`src/hw/rtl/irpwd_pkg.sv`:
```
// Package: shared types, codes and duration compare helpers for the IR pulse-width decoder.
`default_nettype none

package irpwd_pkg;

  // Field widths
  localparam int unsigned TolW   = 12;
  localparam int unsigned DurW   = 16;
  localparam int unsigned CodeW  = 32;
  localparam int unsigned StatW  = 2;
  localparam int unsigned CountW = 9;
  localparam int unsigned CfgAw  = 3;
  localparam int unsigned CfgDw  = 16;
  localparam int unsigned InDw   = 8;
  localparam int unsigned OutDw  = 48;

  // Result status codes
  typedef enum logic [StatW-1:0] {
    ST_OK        = 2'd0,
    ST_NOISE     = 2'd1,
    ST_MALFORMED = 2'd2
  } status_e;

  // Configuration register indexes
  typedef enum logic [CfgAw-1:0] {
    CFG_TOLERANCE    = 3'd0,
    CFG_TIMEOUT      = 3'd1,
    CFG_HEADER_MARK  = 3'd2,
    CFG_HEADER_SPACE = 3'd3,
    CFG_SKIP_LENGTH  = 3'd4,
    CFG_ZERO_SPACE   = 3'd5,
    CFG_ONE_SPACE    = 3'd6
  } cfg_idx_e;

  // One result item
  typedef struct packed {
    logic [CountW-1:0] reading_count;
    status_e           status;
    logic [CodeW-1:0]  code;
  } result_t;

  // |expect - dur| < tol
  function automatic logic dur_near(input logic [DurW-1:0] expect_dur,
                                    input logic [DurW:0]   dur,
                                    input logic [TolW-1:0] tol);
    logic [DurW:0] ext;
    logic [DurW:0] diff;
    begin
      ext  = {1'b0, expect_dur};
      diff = (dur >= ext) ? (dur - ext) : (ext - dur);
      dur_near = diff < {{(DurW+1-TolW){1'b0}}, tol};
    end
  endfunction

  // dur inside [centre - tol (floored at 0), centre + tol]
  function automatic logic dur_in_window(input logic [DurW-1:0] centre,
                                         input logic [DurW:0]   dur,
                                         input logic [TolW-1:0] tol);
    logic [DurW-1:0] tol_ext;
    logic [DurW-1:0] lo;
    logic [DurW:0]   hi;
    begin
      tol_ext = {{(DurW-TolW){1'b0}}, tol};
      lo      = (centre > tol_ext) ? (centre - tol_ext) : '0;
      hi      = {1'b0, centre} + {1'b0, tol_ext};
      dur_in_window = (dur >= {1'b0, lo}) && (dur <= hi);
    end
  endfunction

endpackage

`default_nettype wire

```
`src/hw/rtl/ir_pulse_width_decoder_top.sv`:
```
// Top level: IR pulse-width decoder, one pin sample per item, one result per burst.
//
//  Channel   Dir  Payload (low bit up)                       Handshake
//  s_axis    in   tdata[0] pin_level, [7:1] zero             tvalid/tready
//  m_axis    out  code[31:0] status[33:32] count[42:34]      tvalid/tready
//  cfg       in   cfg_addr_i index, cfg_wdata_i value        cfg_we_i, no wait
//
//  One input item per clock while s_axis_tready_o is high; the item that ends a burst
//  pushes its result to the output slots. Per-item work is adds and a few 17-bit compares.
//  Results go to a two-slot output (result register plus skid register);
//  s_axis_tready_o drops only while both slots hold results.
//  Reset clears all burst state and loads register defaults.
`default_nettype none

module ir_pulse_width_decoder_top #(
  parameter int unsigned MAX_READINGS = 256
) (
  input  wire logic                        clk_i,
  input  wire logic                        rst_ni,
  // configuration write port
  input  wire logic                        cfg_we_i,
  input  wire logic [irpwd_pkg::CfgAw-1:0] cfg_addr_i,
  input  wire logic [irpwd_pkg::CfgDw-1:0] cfg_wdata_i,
  // input stream
  input  wire logic                        s_axis_tvalid_i,
  output      logic                        s_axis_tready_o,
  input  wire logic [irpwd_pkg::InDw-1:0]  s_axis_tdata_i,  // [0] pin_level
  // result stream
  output      logic                        m_axis_tvalid_o,
  input  wire logic                        m_axis_tready_i,
  output      logic [irpwd_pkg::OutDw-1:0] m_axis_tdata_o   // code, status, reading_count
);
  import irpwd_pkg::*;

  localparam int unsigned CntW = $clog2(MAX_READINGS + 1);
  localparam logic [CntW-1:0] MaxCnt = CntW'(MAX_READINGS);

  // Configuration registers
  logic [TolW-1:0] tol_q;
  logic [DurW-1:0] timeout_q, hdr_mark_q, hdr_space_q, skip_q, zero_q, one_q;

  always_ff @(posedge clk_i or negedge rst_ni) begin
    if (!rst_ni) begin
      tol_q       <= TolW'(200);
      timeout_q   <= DurW'(15000);
      hdr_mark_q  <= DurW'(9000);
      hdr_space_q <= DurW'(4500);
      skip_q      <= DurW'(550);
      zero_q      <= DurW'(600);
      one_q       <= DurW'(1600);
    end else if (cfg_we_i) begin
      case (cfg_idx_e'(cfg_addr_i))
        CFG_TOLERANCE:    tol_q       <= cfg_wdata_i[TolW-1:0];
        CFG_TIMEOUT:      timeout_q   <= cfg_wdata_i;
        CFG_HEADER_MARK:  hdr_mark_q  <= cfg_wdata_i;
        CFG_HEADER_SPACE: hdr_space_q <= cfg_wdata_i;
        CFG_SKIP_LENGTH:  skip_q      <= cfg_wdata_i;
        CFG_ZERO_SPACE:   zero_q      <= cfg_wdata_i;
        CFG_ONE_SPACE:    one_q       <= cfg_wdata_i;
        default: ;
      endcase
    end
  end

  // Burst state
  logic             in_burst_q, in_burst_d;
  logic             level_q, level_d;
  logic [DurW-1:0]  run_q, run_d;
  logic [CntW-1:0]  idx_q, idx_d;
  logic [CodeW-1:0] code_q, code_d;
  logic             hdr_ok_q, hdr_ok_d;
  logic             bad_q, bad_d;

  // Output slots
  logic    out_valid_q, skid_valid_q;
  result_t out_q, skid_q;

  logic    accept, pin, res_valid;
  result_t res;

  assign s_axis_tready_o = !skid_valid_q;
  assign accept          = s_axis_tvalid_i && s_axis_tready_o;
  assign pin             = s_axis_tdata_i[0];

  // Per-item datapath
  logic [DurW-1:0]   run_inc;
  logic [DurW:0]     dur;
  logic [CntW-1:0]   idx_inc, idx_f;
  logic [CountW-1:0] idx_ext, idx_f_ext;
  logic              lvl_change, is0, is1, odd;
  logic              win0, win1;

  always_comb begin
    run_inc    = (run_q != '1) ? run_q + DurW'(1) : run_q;
    dur        = {1'b0, run_inc} + (DurW+1)'(1);
    lvl_change = pin != level_q;
    idx_inc    = idx_q + CntW'(1);
    idx_ext    = CountW'(idx_q);
    is0        = idx_q == '0;
    is1        = idx_q == CntW'(1);
    odd        = idx_q[0];
    win0       = dur_in_window(zero_q, dur, tol_q);
    win1       = dur_in_window(one_q, dur, tol_q);

    in_burst_d = in_burst_q;
    level_d    = level_q;
    run_d      = run_q;
    idx_d      = idx_q;
    code_d     = code_q;
    hdr_ok_d   = hdr_ok_q;
    bad_d      = bad_q;
    res_valid  = 1'b0;
    idx_f      = idx_q;

    if (!in_burst_q) begin
      // idle: a low sample opens a burst
      if (!pin) begin
        in_burst_d = 1'b1;
        level_d    = 1'b0;
        run_d      = '0;
        idx_d      = '0;
        code_d     = '0;
        hdr_ok_d   = 1'b0;
        bad_d      = 1'b0;
      end
    end else if (lvl_change) begin
      // run ended: judge its duration
      if (is0) begin
        hdr_ok_d = dur_near(hdr_mark_q, dur, tol_q);
      end else if (is1) begin
        hdr_ok_d = hdr_ok_q && dur_near(hdr_space_q, dur, tol_q);
      end else if (!odd) begin
        if (!dur_near(skip_q, dur, tol_q)) bad_d = 1'b1;
      end else if (!win0) begin
        if (win1) begin
          if (idx_ext < CountW'(64)) code_d[idx_ext[5:1]] = 1'b1;
        end else begin
          bad_d = 1'b1;
        end
      end
      idx_d   = idx_inc;
      idx_f   = idx_inc;
      run_d   = '0;
      level_d = !level_q;
      if (idx_inc >= MaxCnt) res_valid = 1'b1;
    end else begin
      run_d = run_inc;
      if (run_inc >= timeout_q) res_valid = 1'b1;
    end

    if (res_valid) in_burst_d = 1'b0;

    // result fields
    idx_f_ext         = CountW'(idx_f);
    res.reading_count = idx_f_ext;
    res.code          = '0;
    if (idx_f_ext < CountW'(2) || !hdr_ok_d) begin
      res.status = ST_NOISE;
    end else if (idx_f_ext <= CountW'(4) || bad_d) begin
      res.status = ST_MALFORMED;
    end else begin
      res.status = ST_OK;
      res.code   = code_d;
    end
  end

  always_ff @(posedge clk_i or negedge rst_ni) begin
    if (!rst_ni) begin
      in_burst_q <= 1'b0;
      level_q    <= 1'b0;
      run_q      <= '0;
      idx_q      <= '0;
      code_q     <= '0;
      hdr_ok_q   <= 1'b0;
      bad_q      <= 1'b0;
    end else if (accept) begin
      in_burst_q <= in_burst_d;
      level_q    <= level_d;
      run_q      <= run_d;
      idx_q      <= idx_d;
      code_q     <= code_d;
      hdr_ok_q   <= hdr_ok_d;
      bad_q      <= bad_d;
    end
  end

  // Two-slot result buffer
  logic pop, push;
  assign pop  = out_valid_q && m_axis_tready_i;
  assign push = accept && res_valid;

  always_ff @(posedge clk_i or negedge rst_ni) begin
    if (!rst_ni) begin
      out_valid_q  <= 1'b0;
      skid_valid_q <= 1'b0;
    end else if (skid_valid_q) begin
      if (pop) skid_valid_q <= 1'b0;
    end else if (push) begin
      if (out_valid_q && !pop) skid_valid_q <= 1'b1;
      else out_valid_q <= 1'b1;
    end else if (pop) begin
      out_valid_q <= 1'b0;
    end
  end

  always_ff @(posedge clk_i) begin
    if (skid_valid_q) begin
      if (pop) out_q <= skid_q;
    end else if (push) begin
      if (out_valid_q && !pop) skid_q <= res;
      else out_q <= res;
    end
  end

  assign m_axis_tvalid_o = out_valid_q;
  assign m_axis_tdata_o  = OutDw'({out_q.reading_count, out_q.status, out_q.code});

endmodule

`default_nettype wire

```
`config.mk`:
```
export PLATFORM = sky130hd
export DESIGN_NAME = ir_pulse_width_decoder_top
export DESIGN_NICKNAME = d
export VERILOG_FILES = /design/src/hw/rtl/irpwd_pkg.sv /design/src/hw/rtl/ir_pulse_width_decoder_top.sv
export SDC_FILE = /design/constraint.sdc
export NUM_CORES = 1
export LEC_CHECK = 0
export BUFFER_PORTS_ARGS = -buffer_cell sky130_fd_sc_hd__clkbuf_2
export CORE_ASPECT_RATIO = 0.9
export CORE_UTILIZATION = 58
export DETAILED_ROUTE_END_ITERATION = 6
export PLACE_DENSITY = 0.78
export SYNTH_ARGS = -nofsm -noshare
export SYNTH_HDL_FRONTEND = slang
export SYNTH_SLANG_ARGS = --single-unit
```
`constraint.sdc`:
```
create_clock -name clk_i -period 8.9 [get_ports clk_i]
set_input_delay 0.445 -clock clk_i [delete_from_list [all_inputs] [get_ports clk_i]]
set_output_delay 0.445 -clock clk_i [all_outputs]
set_load 0.01 [all_outputs]
```
==> summary.txt, run 1 <==
Outcome
  – Status: finished, final reports clean

Drt
  – Avg WL per Cell: 21.9 µm
  – Vias: 18.6k
  – TritonRoute pass-1 iters: 6
  – Vias per cell: 6.35
  – DRT antenna net count: 0
  – First DRT Iteration DRCs: 1569
  – Residual DRC: 0
  – Drt total wl: 64100 µm

Critical path
  – CP max stage cell: or4_4
  – Worst setup SP type: flop
  – Reg-to-reg critical path startpoint: run_q[0]
  – Worst R2R Path Depth: 35
  – Critical Path AT: 8.93 ns
  – RR Endpoint: skid_q[8]
  – Max stage delay on crit path: 0.56 ns
  – CP endpoint kind: flop
  – Top cell by count, worst path: buf_4
  – Critical path class: flop to flop
  – Reg2Reg Setup Slack: 0.36 ns
  – Data required time at the worst endpoint: 9.29 ns
  – Peak fanout along the critical path: 52

Hold path
  – HP Class: input pin to flop
  – Hold Startpoint: m_axis_tready_i
  – Sink of the worst hold path: skid_valid_q
  – WHS Path Cells: 2

Synth
  – Number of enable flip-flop cells after synthesis: 86
  – Ys flop type: dfrtp_1
  – Mapped Area: 21200 µm²
  – Synth warn: 0
  – Synth top area share: 16.5%
  – Async set or reset register ratio after synthesis: 66.5%
  – FF+latch count, synth: 257
  – Seq/Total Area, Yosys: 32.5%
  – Post-synth top area cell: dfrtp_1
  – Mean Syn Cell Area: 8.89 µm²
  – Top cells by area, synth: dfrtp_1 (17%), ha_1 (16%), edfxtp_1 (12%), o21ai_0 (5.1%), nand2_1 (4.4%)
  – Post-Syn Instances: 2386
  – Yosys cell types: 78

Clock tree
  – Clock Tree Buf Depth: 3
  – Clock sinks: 257
  – Num CTS Buffers: 30
  – Htree depth: 1
  – Clock slew at reported path FFs: 0.06 ns
  – Worst-Skew Late Latency: 0.58 ns
  – Clock Root Buffer: clkbuf_16
  – Post-CTS Setup Bufs: 0
  – CTS tree: built

Pwr
  – Internal power: 3.66 mW
  – Final Power: 6.51 mW
  – Sw Ratio: 43.7%
  – Register share of total power: 25.4%
  – Gate power share: 54.1%
  – Maximum VDD drop: 0.000260 V
  – Pwr Density: 279 nW/µm²
  – Clock share of power: 20.5%
  – Psw: 2.85 mW
  – P_leak: 10.5 nW

Placement
  – Placed insts: 2867
  – Pre-CTS WS: 0.157 ns
  – Detail Placement HPWL: 47400 µm
  – GP Congestion: 1.00
  – IO buf count: 69

Floorplanning
  – Cell Rows: 66
  – I/O Pins: 82
  – Starting Density: 58.8%
  – Die Y: 183 µm
  – Chip Width: 204 µm
  – Core Box Area: 36100 µm²
  – DIE AREA: 37300 µm²

STA
  – Final setup viols: 0
  – Worst Skew: 0.0143 ns
  – Fin crit share: 96.0%
  – Slew @ Worst Pin: 1.07 ns
  – Hold WS: 0.146 ns
  – Slew HR: 28.0%
  – Final Max Tran Viols: 0
  – Count of final hold-check violations: 0
  – Final Critical Period: 8.54 ns
  – Fmax: 117 MHz
  – Fin worst setup slack: 0.358 ns

Global route
  – Gr usage total: 34.4%
  – Vias in the first global route: 17.6k
  – Initial antenna violation count: 0
  – Global-route wire length before repair: 99800 µm
  – Largest net degree at the start of global routing: 70
  – Total gr overflow: 0

Cells and area
  – Commonest non-fill, non-tap cell in the layout: ha_1
  – Non-Filler Instances: 2925
  – Layout area overhead: 9.94%
  – Layout cells sized above 1: 13.4%
  – Fillers: 2990
  – Most frequent cells in the layout: ha_1 (263), nand2_1 (249), o21ai_0 (215)
  – Final design utilization: 64.6%
  – Final net count: 2730

Flow run
  – MaxCap Viol Count: 0
[sequential cells by signal, indices dropped and copies added (netlist names)]
signal / flops
idx_ext: 9
in_burst_q: 1
timeout_q: 16
skip_q: 16
run_q: 16
m_axis_tvalid_o: 1
zero_q: 16
hdr_space_q: 16
level_q: 1
m_axis_tdata_o: 43
skid_q: 43
code_q: 32
bad_q: 1
tol_q: 12
one_q: 16
skid_valid_q: 1
hdr_mark_q: 16
hdr_ok_q: 1
[what timing repair did]
action / CTS / global route
resized for setup: 0 / 15
hold buffers: 1 / 0
endpoints found under the setup margin: 0 / 67
hold endpoints to repair: 53 / 0
[power groups by stage]
stage	sequential, mW	clock [mW]	combinational (mW)
6_report	1.65	1.33	3.52
5_1_grt	1.68	1.38	3.90
4_1_cts	1.65	1.34	3.44
3_5_place_dp	1.67	0	3.41
3_3_place_gp	1.65	0	3.31
2_1_floorplan	1.61	0	2.53
[how the worst max path moves through the flow]
stage / startpoint / to / slack, ns
after floorplan: run_q[1] / m_axis_tdata_o[24] / 0.57
after global placement: run_q[0] / skid_q[3] / 0.35
after detailed placement: run_q[0] / skid_q[15] / 0.16
after CTS: run_q[0] / skid_q[8] / 0.14
after global routing: run_q[0] / skid_q[8] / -0.05
final: run_q[0] / skid_q[8] / 0.36
[cell families after synthesis]
group                      Yosys count  synth area share, %
other                                1               0.0177
DFF                                257                 32.5
AOI/OAI and AO/OA                  677                 20.6
muxes                              100                 5.10
and+or+nand+nor                    650                 14.8
buffers and inverters              314                 5.75
adders and majority gates          274                 16.5
xor gates and xnor gates           113                 4.67
[cells in the mapped netlist, drive strengths merged, types with 5 or more instances]
master and count:
edfxtp 86, xor2 30, a22oi 34, mux2i 35, a21boi 5, and3 12
inv 185, nor4 16, nor2 110, o21ai 216, fa 10, o211ai 10
a21oi 154, o21bai 22, or3 8, xnor2 83, dfrtp 140, a21o 71
nand2b 21, a211oi 22, or4 5, and4 6, nand4 34, nand2 249
nand3 48, o41ai 37, o21a 14, buf 21, dfstp 31, nor2b 30
o31ai 10, a22o 14, mux2 65, a31oi 14, nand3b 7, a221oi 6
clkbuf 107, ha 264, nor3 76, or2 8, and2 12, a2111oi 5
[worst max-delay path: cells and delay by family (launching register included)]
family	cells	cell delay [ns]
compound gates	9	1.77
xor+xnor	2	0.40
fa+ha+maj	3	0.82
buf+inv	6	1.45
flops	1	0.45
mux	1	0.37
simple gates	14	3.04
[routing by layer]
layer | routed length [µm] | GRT usage, % | vias to the layer above
met5 | 0 | 0 | -
met3 | 5410 | 4.73 | 148
met2 | 28500 | 53.7 | 804
li1 | - | - | 8661
met1 | 28000 | 49.0 | 8954
met4 | 2290 | 11.7 | 0
[layout make-up]
class	count	area [µm²]	share of cell area [%]
Antenna cell	1	2.50	0.0107
Clock buffer	38	812	3.48
Clock inverter	18	246	1.06
Inverter	186	698	3.00
Multi-Input combinational cell	1819	13200	56.8
Sequential cell	257	6910	29.6
Tap cell	476	596	2.55
Timing Repair Buffer	130	812	3.48
[through the flow]
stage	area [µm²]	setup TNS, ns
final	23300	0
after global routing	23300	-0.0841
after CTS	23200	0
after detailed placement	22200	0
after global placement	22200	0
after floorplan	21200	0
Note: power is estimated with default switching activity, not from simulation.
==> run 2: changes to the inputs <==
--- a/config.mk
+++ b/config.mk
@@ -5,6 +5,7 @@
 export SDC_FILE = /design/constraint.sdc
 export NUM_CORES = 1
 export LEC_CHECK = 0
+export ABC_AREA = 1
 export BUFFER_PORTS_ARGS = -buffer_cell sky130_fd_sc_hd__clkbuf_2
 export CORE_ASPECT_RATIO = 0.9
 export CORE_UTILIZATION = 58
==> run 2 against run 1 <==
Compared with the run above:
- the run now ends with hold timing left
- setup slack better by 0.29 ns
- synthesized cell count increased by 23%
- first-iteration DRC count increased by 44%
- sequential power about the same
- critical path depth grew 8
- register-to-register slack better by 0.29 ns
- flip-flop and latch count did not move
- via count grew 9.2%
- worst hold slack worse by 0.16 ns
==> summary.txt, run 2 <==
Global route
  – Total gr overflow: 0 (unchanged)
  – Initial antenna violation count: 2 (+2)
  – Gr usage total: 34.0% (-0.40 points)
  – Global-route wire length before repair: 101000 µm (+1.0%)
  – Largest net degree at the start of global routing: 103 (+47%)
  – Vias in the first global route: 18.8k (+6.7%)

Critical path
  – Cell family with most CP delay: simple AND/OR/NAND/NOR gates
  – CP max stage cell: dfrtp_1
  – Worst R2R Path Depth: 43 (+23%)
  – Critical path origin: run_q[0]
  – Critical Path AT: 8.56 ns (-0.37 ns)
  – Reg2Reg Setup Slack: 0.64 ns (+0.29 ns)
  – Critical path class: flop to flop
  – Worst setup path end: skid_q[5]
  – Peak fanout along the critical path: 34 (-35%)
  – Worst setup SP type: flop
  – Data required time at the worst endpoint: 9.20 ns (-0.09 ns)
  – Reg-to-reg critical path startpoint: run_q[0]
  – RR Endpoint: skid_q[5]
  – Top cell by count, worst path: nand2_1
  – Worst Path Buf+Inv: 9 (+3)
  – Max stage delay on crit path: 0.47 ns (-0.09 ns)
  – CP endpoint kind: flop
  – Crit. path cell count: 43 (+23%)

Synth
  – Seq/Total Area, Yosys: 31.7% (-0.81 points)
  – Yosys cell types: 61 (-22%)
  – Mean Syn Cell Area: 7.41 µm² (-17%)
  – Count leader, synth: nand2_1
  – Post-synth top area cell: dfrtp_1
  – FF+latch count, synth: 257 (unchanged)
  – Async set or reset register ratio after synthesis: 66.5% (unchanged)
  – Post-synth top cells: nand2_1 (719), inv_1 (397), o21ai_0 (285)
  – Top cells by area, synth: dfrtp_1 (16%), ha_1 (15%), nand2_1 (12%), edfxtp_1 (12%), inv_1 (6.9%)
  – Synth warn: 0 (unchanged)
  – Mapped Area: 21700 µm² (+2.6%)
  – Post-Syn Instances: 2933 (+23%)
  – Number of enable flip-flop cells after synthesis: 86 (unchanged)
  – Synth top area share: 16.1% (-0.41 points)
  – Ys flop type: dfrtp_1

Cells and area
  – Most frequent cells in the layout: nand2_1 (718), inv_1 (397), o21ai_0 (285)
  – Antenna Cells: 0 (-1)
  – Final net count: 3292 (+21%)
  – Commonest non-fill, non-tap cell in the layout: nand2_1
  – Layout area overhead: 8.52%
  – Layout cells sized above 1: 8.34% (-5.1 points)

Pwr
  – Pwr Density: 278 nW/µm² (-0.41%)
  – P_leak: 11.7 nW (+12%)
  – Final Power: 6.56 mW (+0.82%)
  – Internal power: 3.46 mW (-5.4%)
  – Sw Ratio: 47.2% (+3.5 points)
  – Gate power share: 56.1% (+2.0 points)
  – Psw: 3.10 mW (+8.9%)
  – Clock share of power: 19.2% (-1.3 points)
  – Maximum VDD drop: 0.000195 V (-25%)
  – Register share of total power: 24.7% (-0.7 points)

Drt
  – Met2 WL: 27300 µm (-4.2%)
  – Avg WL per Cell: 18.6 µm (-15%)
  – Top layer in use: met5
  – Vias per cell: 5.82 (-8.3%)
  – TritonRoute pass-1 iters: 6 (unchanged)
  – First DRT Iteration DRCs: 2258 (+44%)
  – Drt total wl: 64900 µm (+1.2%)
  – Vias: 20.3k (+9.2%)
  – Met1 wire length: 29500 µm (+5.6%)
  – Detail Route met3 WL: 6070 µm (+12%)
  – Residual DRC: 0 (unchanged)
  – DRT antenna net count: 0 (unchanged)

STA
  – Hold WS: -0.0166 ns (-0.163 ns)
  – Final Critical Period: 8.26 ns (-0.286 ns)
  – Count of final hold-check violations: 9 (+9)
  – Fin worst setup slack: 0.644 ns (+0.286 ns)
  – Final setup viols: 0 (unchanged)
  – Fmax: 121 MHz (+3.5%)
  – RSZ-0062 raised after global routing: no
  – Setup TNS: 0 ns (unchanged)
  – Final Max Tran Viols: 0 (unchanged)
  – Slew @ Worst Pin: 1.12 ns (+0.0480 ns)
  – Fin crit share: 92.8% (-3.2 points)
  – Worst Skew: 0.0221 ns (+0.00773 ns)
  – Slew HR: 25.1% (-2.9 points)

Hold path
  – HP Class: input pin to asynchronous set/reset pin

Clock tree
  – Worst-Skew Late Latency: 0.57 ns (about the same)
  – Num CTS Buffers: 29 (-3.3%)
  – Clock Root Buffer: clkbuf_16
  – Htree depth: 1 (unchanged)
  – CTS Hold Bufs: 0 (-1)
  – CTS tree: built
  – Clock slew at reported path FFs: 0.06 ns (about the same)
  – Clock Tree Buf Depth: 3 (unchanged)
  – Clock sinks: 257 (unchanged)
  – Post-CTS Setup Bufs: 0 (unchanged)

Floorplanning
  – Starting Density: 59.6% (+0.82 points)
  – Die Y: 186 µm (+1.3%)
  – DIE AREA: 38300 µm² (+2.5%)
  – I/O Pins: 82 (unchanged)
  – Chip Width: 206 µm (+1.3%)
  – Cell Rows: 66 (unchanged)
  – Core Box Area: 36500 µm² (+1.1%)

Placement
  – GP Congestion: 1.02 (+1.7%)
  – Detail Placement HPWL: 49100 µm (+3.6%)
  – IO buf count: 69 (unchanged)
  – Pre-CTS WS: 0.763 ns (+0.606 ns)

Flow run
  – MaxCap Viol Count: 0 (unchanged)

Outcome
  – Violated checks: hold timing
  – Status: finished with violations
==> run 2: cell types whose count changed after synthesis, moves of 45 or more <==
cell      previous run  this run
nor2_1             109       221
o21ai_0            215       285
clkbuf_1           107        60
nand3_1             47       137
nor3_1              76        31
xnor2_1             83        11
inv_1              185       397
a21o_1              71        10
mux2_2              65         2
nand2_1            249       719
==> run 2: cells by family after synthesis <==
kind of cell,synth area share [%]
compound gates,15.3
mux,0.472
buf+inv,8.98
simple gates,24.1
fa+ha+maj,16.1
flops,31.7
other cells,0.0172
xor+xnor,3.26
==> run 2: metrics by stage <==
stage	hold slack (ns)	std cells	instance area, µm²	utilization [%]
CTS	0.0151	3484	23600	64.6
finish	-0.0166	3484	23600	64.7
floorplan	0.149	2937	21800	-
global placement	0.466	3431	22600	61.9
global route	0.0717	3484	23600	64.7
detailed placement	0.474	3431	22600	61.9
==> run 2: worst min-delay path by stage <==
stage / start / endpoint / slack [ns] / depth (start not counted)
2_1_floorplan: rst_ni / bad_q / 0.15 / 0
3_3_place_gp: code_q[9] / code_q[9] / 0.47 / 2
3_5_place_dp: code_q[12] / code_q[12] / 0.47 / 2
4_1_cts: rst_ni / run_q[13] / 0.02 / 1
5_1_grt: rst_ni / run_q[12] / 0.07 / 1
6_report: rst_ni / run_q[15] / -0.02 / 1
==> run 2: cell type report <==
type | instances | area [µm²]
tap | 476 | 596
timing repair buffer | 107 | 662
inverter | 405 | 1520
sequential | 257 | 6900
multi-input combinational | 2186 | 12900
fill | 3231 | 12900
clock buffer | 40 | 797
clock inverter | 13 | 191
==> run 2: power by group through the flow <==
stage                     logic, mW  registers, mW  clock network, mW
after global routing           4.12           1.64               1.31
final                          3.68           1.62               1.26
after detailed placement       3.58           1.63                  0
after floorplan                2.63           1.61                  0
after global placement         3.45           1.63                  0
after CTS                      3.60           1.61               1.27
==> run 2: metal layers <==
metal	GRT usage [%]	vias to the layer above
met2	50.9	900
met4	10.8	2
li1	-	9806
met3	5.55	127
met5	0	-
met1	49.8	9442
==> run 2: repair_timing <==
item,in CTS,in global routing
gates resized for setup,0,3
setup endpoints to repair,0,68
endpoints found under the hold margin,0,0
==> run 3: changes to the inputs <==
--- a/config.mk
+++ b/config.mk
@@ -11,6 +11,7 @@
 export CORE_UTILIZATION = 58
 export DETAILED_ROUTE_END_ITERATION = 6
 export PLACE_DENSITY = 0.78
+export RECOVER_POWER = 25
 export SYNTH_ARGS = -nofsm -noshare
 export SYNTH_HDL_FRONTEND = slang
 export SYNTH_SLANG_ARGS = --single-unit
==> run 3 against run 2 <==
Compared with the run above:
- first-iteration DRC count down 0.53%
- the flow finishes with violations (capacitance limit, slew limit)
- highest routed layer unchanged
- cell area barely moved
- critical endpoint unchanged
- global-route usage is the same
- largest cell class unchanged
==> summary.txt, run 3 (synthesis gave the netlist of run 2 again) <==
Outcome
  – Status: finished with violations
  – Violated checks: capacitance limit, slew limit

Drt
  – TritonRoute pass-1 iters: 6 (unchanged)
  – Vias per cell: 5.82 (about the same)
  – DRT antenna net count: 0 (unchanged)
  – Drt total wl: 64900 µm (about the same)
  – Vias: 20.3k (-0.069%)
  – First DRT Iteration DRCs: 2246 (-0.53%)
  – Residual DRC: 0 (unchanged)
  – Avg WL per Cell: 18.6 µm (about the same)

Floorplanning
  – I/O Pins: 82 (unchanged)
  – DIE AREA: 38300 µm² (unchanged)
  – Die Y: 186 µm (unchanged)
  – Chip Width: 206 µm (unchanged)
  – Cell Rows: 66 (unchanged)
  – Core Box Area: 36500 µm² (unchanged)
  – Starting Density: 59.6% (unchanged)

Cells and area
  – Most frequent cells in the layout: nand2_1 (718), inv_1 (397), o21ai_0 (285)
  – Layout cells sized above 1: 8.21% (-0.13 points)
  – Antenna Cells: 0 (unchanged)
  – Fillers: 3233 (+0.062%)
  – Final net count: 3292 (unchanged)
  – Commonest non-fill, non-tap cell in the layout: nand2_1
  – Design area: 23600 µm² (about the same)
  – Layout area overhead: 8.47% (about the same)

Placement
  – IO buf count: 69 (unchanged)
  – Placed cell area: 22600 µm² (unchanged)
  – Detail Placement HPWL: 49100 µm (unchanged)
  – GP Congestion: 1.02 (unchanged)

Critical path
  – Cell family with most CP delay: simple AND/OR/NAND/NOR gates
  – CP max stage cell: dfrtp_1
  – Peak fanout along the critical path: 34 (unchanged)
  – Worst Path Buf+Inv: 9 (unchanged)
  – Max stage delay on crit path: 0.47 ns (about the same)
  – Data required time at the worst endpoint: 9.20 ns (about the same)
  – Critical Path AT: 8.54 ns (-0.02 ns)
  – Worst setup SP type: flop
  – Top cell by count, worst path: nand2_1
  – Reg2Reg Setup Slack: 0.65 ns (about the same)
  – Critical path class: flop to flop
  – CP endpoint kind: flop

STA
  – Final setup viols: 0 (unchanged)
  – Slew HR: -281% (-310 points)
  – RSZ-0062 raised after global routing: no
  – Fmax: 121 MHz (about the same)
  – Setup TNS: 0 ns (unchanged)
  – Worst Skew: 0.0201 ns (-0.00198 ns)
  – Slew @ Worst Pin: 5.71 ns (+4.59 ns)
  – Count of final hold-check violations: 0 (-9)
  – Final Critical Period: 8.25 ns (-0.00781 ns)
  – Fin crit share: 92.7% (about the same)
  – Final Max Tran Viols: 103 (+103)

Global route
  – Vias in the first global route: 18.8k (unchanged)
  – Initial antenna violation count: 2 (unchanged)
  – Largest net degree at the start of global routing: 103 (unchanged)
  – Global-route wire length before repair: 101000 µm (unchanged)
  – Gr usage total: 34.0% (unchanged)
  – Total gr overflow: 0 (unchanged)

Clock tree
  – Clock sinks: 257 (unchanged)
  – CTS tree: built
  – Num CTS Buffers: 29 (unchanged)
  – Clock Tree Buf Depth: 3 (unchanged)
  – Worst-Skew Late Latency: 0.56 ns (about the same)
  – Clock slew at reported path FFs: 0.06 ns (about the same)
  – Htree depth: 1 (unchanged)
  – CTS Hold Bufs: 0 (unchanged)
  – Clock Root Buffer: clkbuf_16

Hold path
  – HP Class: input pin to flop

Flow run
  – MaxCap Viol Count: 1 (+1)

Pwr
  – P_leak: 11.7 nW (-0.12%)
  – Maximum VDD drop: 0.000194 V (-0.37%)
  – Pwr Density: 278 nW/µm² (about the same)
[run 3: changes by cell type in the layout (fill, tap and decap cells not counted)]
| cell | change |
|---|---|
| buf_6 | -1 |
| clkbuf_1 | +4 |
| clkbuf_2 | -3 |
[run 3: per-stage QoR]
stage | std cells | setup slack [ns] | hold WS (ns) | util [%] | power [mW]
after CTS | 3484 | 0.710 | 0.0151 | 64.6 | 6.49
after detailed placement | 3431 | 0.763 | 0.474 | 61.9 | 5.21
after global placement | 3431 | 0.908 | 0.466 | 61.9 | 5.08
final | 3484 | 0.652 | 0.176 | 64.6 | 6.56
after floorplan | 2937 | 1.68 | 0.149 | - | 4.25
after global routing | 3484 | 0.0581 | 0.188 | 64.6 | 7.07
[run 3: final timing paths]
| path | startpoint | end | cells past startpoint |
|---|---|---|---|
| worst max-delay path | run_q[0] | skid_q[5] | 43 |
| worst min-delay path | m_axis_tready_i | skid_valid_q | 4 |
| worst max register to register | run_q[0] | skid_q[5] | 43 |
| worst min register to register | code_q[12] | code_q[12] | 2 |
| max in group asynchronous | rst_ni | hdr_space_q[9] | 1 |
| min in group asynchronous | rst_ni | run_q[15] | 1 |
[run 3: worst reg2reg max path, delay by kind of cell (launching register included)]
kind | cells | cell delay (ns)
adder cells (fa/ha/maj) | 4 | 1.13
buffers and inverters | 9 | 2.00
AO/OA/AOI/OAI | 7 | 1.33
flip-flops | 1 | 0.47
XOR/XNOR | 2 | 0.44
AND/OR/NAND/NOR | 21 | 2.64
[run 3: area by class of cell]
| type | instances | area (µm²) | area share (%) |
|---|---|---|---|
| Clock buffer | 40 | 797 | 3.38 |
| Clock inverter | 13 | 191 | 0.812 |
| Inverter | 405 | 1520 | 6.44 |
| Multi-Input combinational cell | 2186 | 12900 | 54.8 |
| Sequential cell | 257 | 6900 | 29.3 |
| Tap cell | 476 | 596 | 2.52 |
| Timing Repair Buffer | 107 | 651 | 2.76 |
[run 3: repair_timing]
action / 4_1_cts / 5_1_grt
setup buffers: 0 / 0
setup endpoints to repair: 0 / 68
gates resized for setup: 0 / 3
[run 3: layer usage]
layer  vias to the layer above  track usage [%]  part of all wire, %
met5                         -                0                0.018
li1                       9809                -                    -
met4                         2             10.8                  3.3
met2                       877             50.9                   42
met1                      9442             49.8                   45
met3                       133             5.55                  9.5
[run 3: power by group]
| group | internal (mW) | switching (mW) | total, mW |
|---|---|---|---|
| clock network | 0.767 | 0.492 | 1.26 |
| logic | 1.23 | 2.45 | 3.68 |
| registers | 1.46 | 0.155 | 1.62 |
| total | 3.46 | 3.10 | 6.56 |
